[src/rtl/core/psle_ram.sv]
// Generic simple dual-port RAM, one write port, one registered read port.
module psle_ram #(
    parameter int WIDTH = 8,
    parameter int DEPTH = 16
) (
    input  logic                     clk,
    input  logic                     we,
    input  logic [$clog2(DEPTH)-1:0] waddr,
    input  logic [WIDTH-1:0]         wdata,
    input  logic [$clog2(DEPTH)-1:0] raddr,
    output logic [WIDTH-1:0]         rdata
);

    logic [WIDTH-1:0] mem [DEPTH];
    logic [WIDTH-1:0] rdata_reg;

    always_ff @(posedge clk) begin
        if (we) begin
            mem[waddr] <= wdata;
        end
        rdata_reg <= mem[raddr];
    end

    assign rdata = rdata_reg;

endmodule

[config.mk]
export PLATFORM = sky130hd
export DESIGN_NAME = psle_ram
export DESIGN_NICKNAME = d
export VERILOG_FILES = /design/src/rtl/core/psle_ram.sv
export SDC_FILE = /design/constraint.sdc
export NUM_CORES = 1
export LEC_CHECK = 0
export ABC_AREA = 1
export BUFFER_PORTS_ARGS = -buffer_cell sky130_fd_sc_hd__buf_2
export CORE_ASPECT_RATIO = 0.5
export CORE_MARGIN = 4
export CORE_UTILIZATION = 55
export CTS_BUF_LIST = sky130_fd_sc_hd__clkbuf_16
export CTS_CLUSTER_DIAMETER = 60
export CTS_CLUSTER_SIZE = 40
export DETAILED_ROUTE_END_ITERATION = 10
export HOLD_SLACK_MARGIN = 0.02
export PLACE_DENSITY = 0.73
export SYNTH_ARGS = -nofsm -noshare
export SYNTH_HDL_FRONTEND = slang
export SYNTH_SLANG_ARGS = --single-unit
[constraint.sdc]
create_clock -name clk -period 1.18 [get_ports clk]
set_clock_uncertainty 0.1 [all_clocks]
set_input_delay 0.177 -clock clk [delete_from_list [all_inputs] [get_ports clk]]
set_output_delay 0.177 -clock clk [all_outputs]
set_load 0.03 [all_outputs]
==> run_results.csv <==
group,metric,value,unit
status,run_status,"finished clean",
timing,max_slew_margin,75.54,%
timing,worst_pin_slew,0.3669,ns
final_layout,post_route_cells_drive_above_1_share,15.48,%
synthesis,synthesis.yosys.warnings,0,
worst_setup_path,critPathCaptureType,"output port",
grt,grt_remaining_overflow,0,
synthesis,synth_top_area_share,66.65,%
detailed_routing,routed_wirelength,13200,um
worst_setup_path,crit_arrival,0.88,ns
grt,grt_max_degree,44,
cts,clk-insertion-delay-late,0.41,ns
grt,grt_pass1_wl,20640,um
timing,max_slew_violation_total_from_the_final_report,0,
synthesis,synth_area,0.005767,mm2
synthesis,seq_area_frac_synth,69.43,%
cts,clock-sinks,136,
final_layout,final_common_cell,"sky130_fd_sc_hd__nand2_1",
synthesis,post_synth_inst_count,551,
cts,cts.root.buffer_cell,"sky130_fd_sc_hd__clkbuf_16",
final_layout,final_net_count,625,
worst_setup_path,critical_path.max_fanout,1,
worst_setup_path,cp_slowest_cell,"sky130_fd_sc_hd__dfxtp_1",
min_path,holdPathEnd,"mem[15][3]",
min_path,min-delay-path-class,"in -> reg",
cts,cts.reportedPaths.clkPinSlew,0.06,ns
final_layout,syn2layout_area_growth,18.90,%
timing,period_minus_slack,1.152,ns
cts,cts.hold.buffers_added,0,
detailed_routing,drt-wirelength-per-cell,17.37,um
timing,finalHoldViolations,0,
final_layout,layout.cells.most_common_list,"sky130_fd_sc_hd__nand2_1 (173), sky130_fd_sc_hd__edfxtp_1 (128), sky130_fd_sc_hd__inv_1 (103), sky130_fd_sc_hd__nand3_1 (97), sky130_fd_sc_hd__buf_4 (28)",
floorplan,die_y,80.41,um
timing,whs,0.07453,ns
cts,htree_num_levels,4,
min_path,hold-path-cell-count,1,
worst_setup_path,worst-endpoint-required,0.90,ns
cts,cts-resized-gates,13,
timing,timing.final.ws_setup,0.02755,ns
floorplan,top_level_ports,26,
floorplan,initial_core_util,56.46,%
worst_setup_path,rrSetupSlack,0.09,ns
floorplan,core.rowCount,26,
worst_setup_path,worst-r2r-cell-count,6,
final_layout,largest_register_ffs,128,
pwr,peakVddDrop,1.018,mV
timing,number_of_setup_violations_in_the_final_report,0,
cts,clk_path_buf_depth,2,
placement,gp_congestion,0.8120,
min_path,hold_start,"wdata[3]",
detailed_routing,remaining_drc_errors,0,
floorplan,overall_die_width,152.8,um
grt,antenna_violations_before_repair,0,
worst_setup_path,critical_path_class,"reg -> out",
worst_setup_path,timing.critical_path.slowest_cell_delay,0.34,ns
cts,postCtsSetupBuffers,0,
synthesis,synth_fp_nets,569,
synthesis,synthTopCellsByArea,"sky130_fd_sc_hd__edfxtp_1 (67%), sky130_fd_sc_hd__nand2_1 (11%), sky130_fd_sc_hd__nand3_1 (8.4%), sky130_fd_sc_hd__inv_1 (6.5%), sky130_fd_sc_hd__dfxtp_1 (2.8%)",
placement,hpwl_after_detailed_placement,8031,um
grt,grt_pass1_vias,3898,
grt,groute.usage.overall,22.68,%
synthesis,synth.avg_cell_area,10.47,um2
worst_setup_path,regToRegEndpoint,"rdata[6]",
synthesis,yosys.area.top_type,"sky130_fd_sc_hd__edfxtp_1",
pwr,power.density,1594,mW/mm2
cts,tritoncts,"built",
synthesis,synth_cell_type_count,12,
placement,preCtsSetupSlack,-0.1485,ns
detailed_routing,detailedRoute.firstPassIterationCount,5,
detailed_routing,via_per_inst,5.304,
worst_setup_path,worst_path_dominant_cell_family,"flip-flops",
detailed_routing,vias,4031,
run,timing.max_cap.violations,0,
cts,cts_buffers,17,
final_layout,postLayoutCellArea,0.006857,mm2
timing,fmax,0.8677,GHz
floorplan,core,0.01021,mm2
pwr,leakage,3.021,nW
placement,placed_area,0.006276,mm2
detailed_routing,drt_first_iter_violations,374,
timing,fin_crit_sh,97.67,%
worst_setup_path,worst_flop_to_flop_path_startpoint,"mem[14][6]",
floorplan,die_area,0.01229,mm2
worst_setup_path,startpoint_class,"register",
worst_setup_path,path_buf_inv,1,
final_layout,insertedDiodeCount,0,
final_layout,filler_cell_count,748,
placement,place.port_buffers,25,
synthesis,ys_ff_latch,136,
detailed_routing,drtAntennaViolNets,0,
worst_setup_path,critical_path.cell_chain,"buf_6",
## through the flow
stage	instances	total power [mW]	utilization, %	setup TNS, ns
after floorplan	551	5.972	-	-3.950
after global placement	728	6.293	61.44	-7.441
after detailed placement	728	6.306	61.44	-8.731
after CTS	760	10.96	66.88	0
after global routing	760	11.28	67.12	-0.01142
final	760	10.93	67.12	0
## per-layer routing
metal	global-route usage [%]	vias to the layer above	wire (um)
li1	-	1886	-
met1	30.22	1948	5675
met2	36.26	178	6103
met3	6.997	19	1226
met4	7.111	0	199
met5	0	-	0
## logic make-up (layout without fill, tap and decap cells)
kind of cell / count (synthesis) / count (layout) / synth area share [%]
buffers and inverters: 126 / 195 / 9.525
flip-flops: 136 / 136 / 69.43
AND/OR/NAND/NOR: 289 / 289 / 21.05
## cells in the mapped netlist
| library cell | number |
|---|---|
| sky130_fd_sc_hd__edfxtp_1 | 128 |
| sky130_fd_sc_hd__buf_2 | 13 |
| sky130_fd_sc_hd__buf_1 | 1 |
| sky130_fd_sc_hd__nand3_1 | 97 |
| sky130_fd_sc_hd__buf_6 | 6 |
| sky130_fd_sc_hd__dfxtp_1 | 8 |
| sky130_fd_sc_hd__nand2_1 | 173 |
| sky130_fd_sc_hd__buf_4 | 4 |
| sky130_fd_sc_hd__nand3b_1 | 2 |
| sky130_fd_sc_hd__inv_1 | 100 |
| sky130_fd_sc_hd__inv_2 | 2 |
| sky130_fd_sc_hd__nor2_1 | 17 |
## report_power, final
part	switching, mW	internal [mW]	total, mW
clock	1.84	2.81	4.66
combinational	0.538	0.287	0.825
sequential	0.0408	5.41	5.45
## how the worst max path moves through the flow
stage	startpoint	cells after the start	endpoint
floorplan	waddr[2]	2	mem[10][0]
CTS	rdata[7]	1	rdata[7]
global placement	waddr[1]	5	mem[13][1]
global route	rdata[2]	1	rdata[2]
detailed placement	raddr[0]	9	rdata[2]
finish	rdata[2]	1	rdata[2]
## cell type report
| class | instances | area, um2 | share of cell area (%) |
|---|---|---|---|
| tap | 140 | 175.2 | 2.555 |
| clock buffer | 17 | 425.4 | 6.204 |
| timing repair buffer | 61 | 545.5 | 7.956 |
| inverter | 102 | 382.9 | 5.584 |
| multi-input combinational | 289 | 1219 | 17.77 |
| sequential | 136 | 4013 | 58.52 |
| clock inverter | 15 | 96.34 | 1.405 |
(Power assumes the default switching activity.)
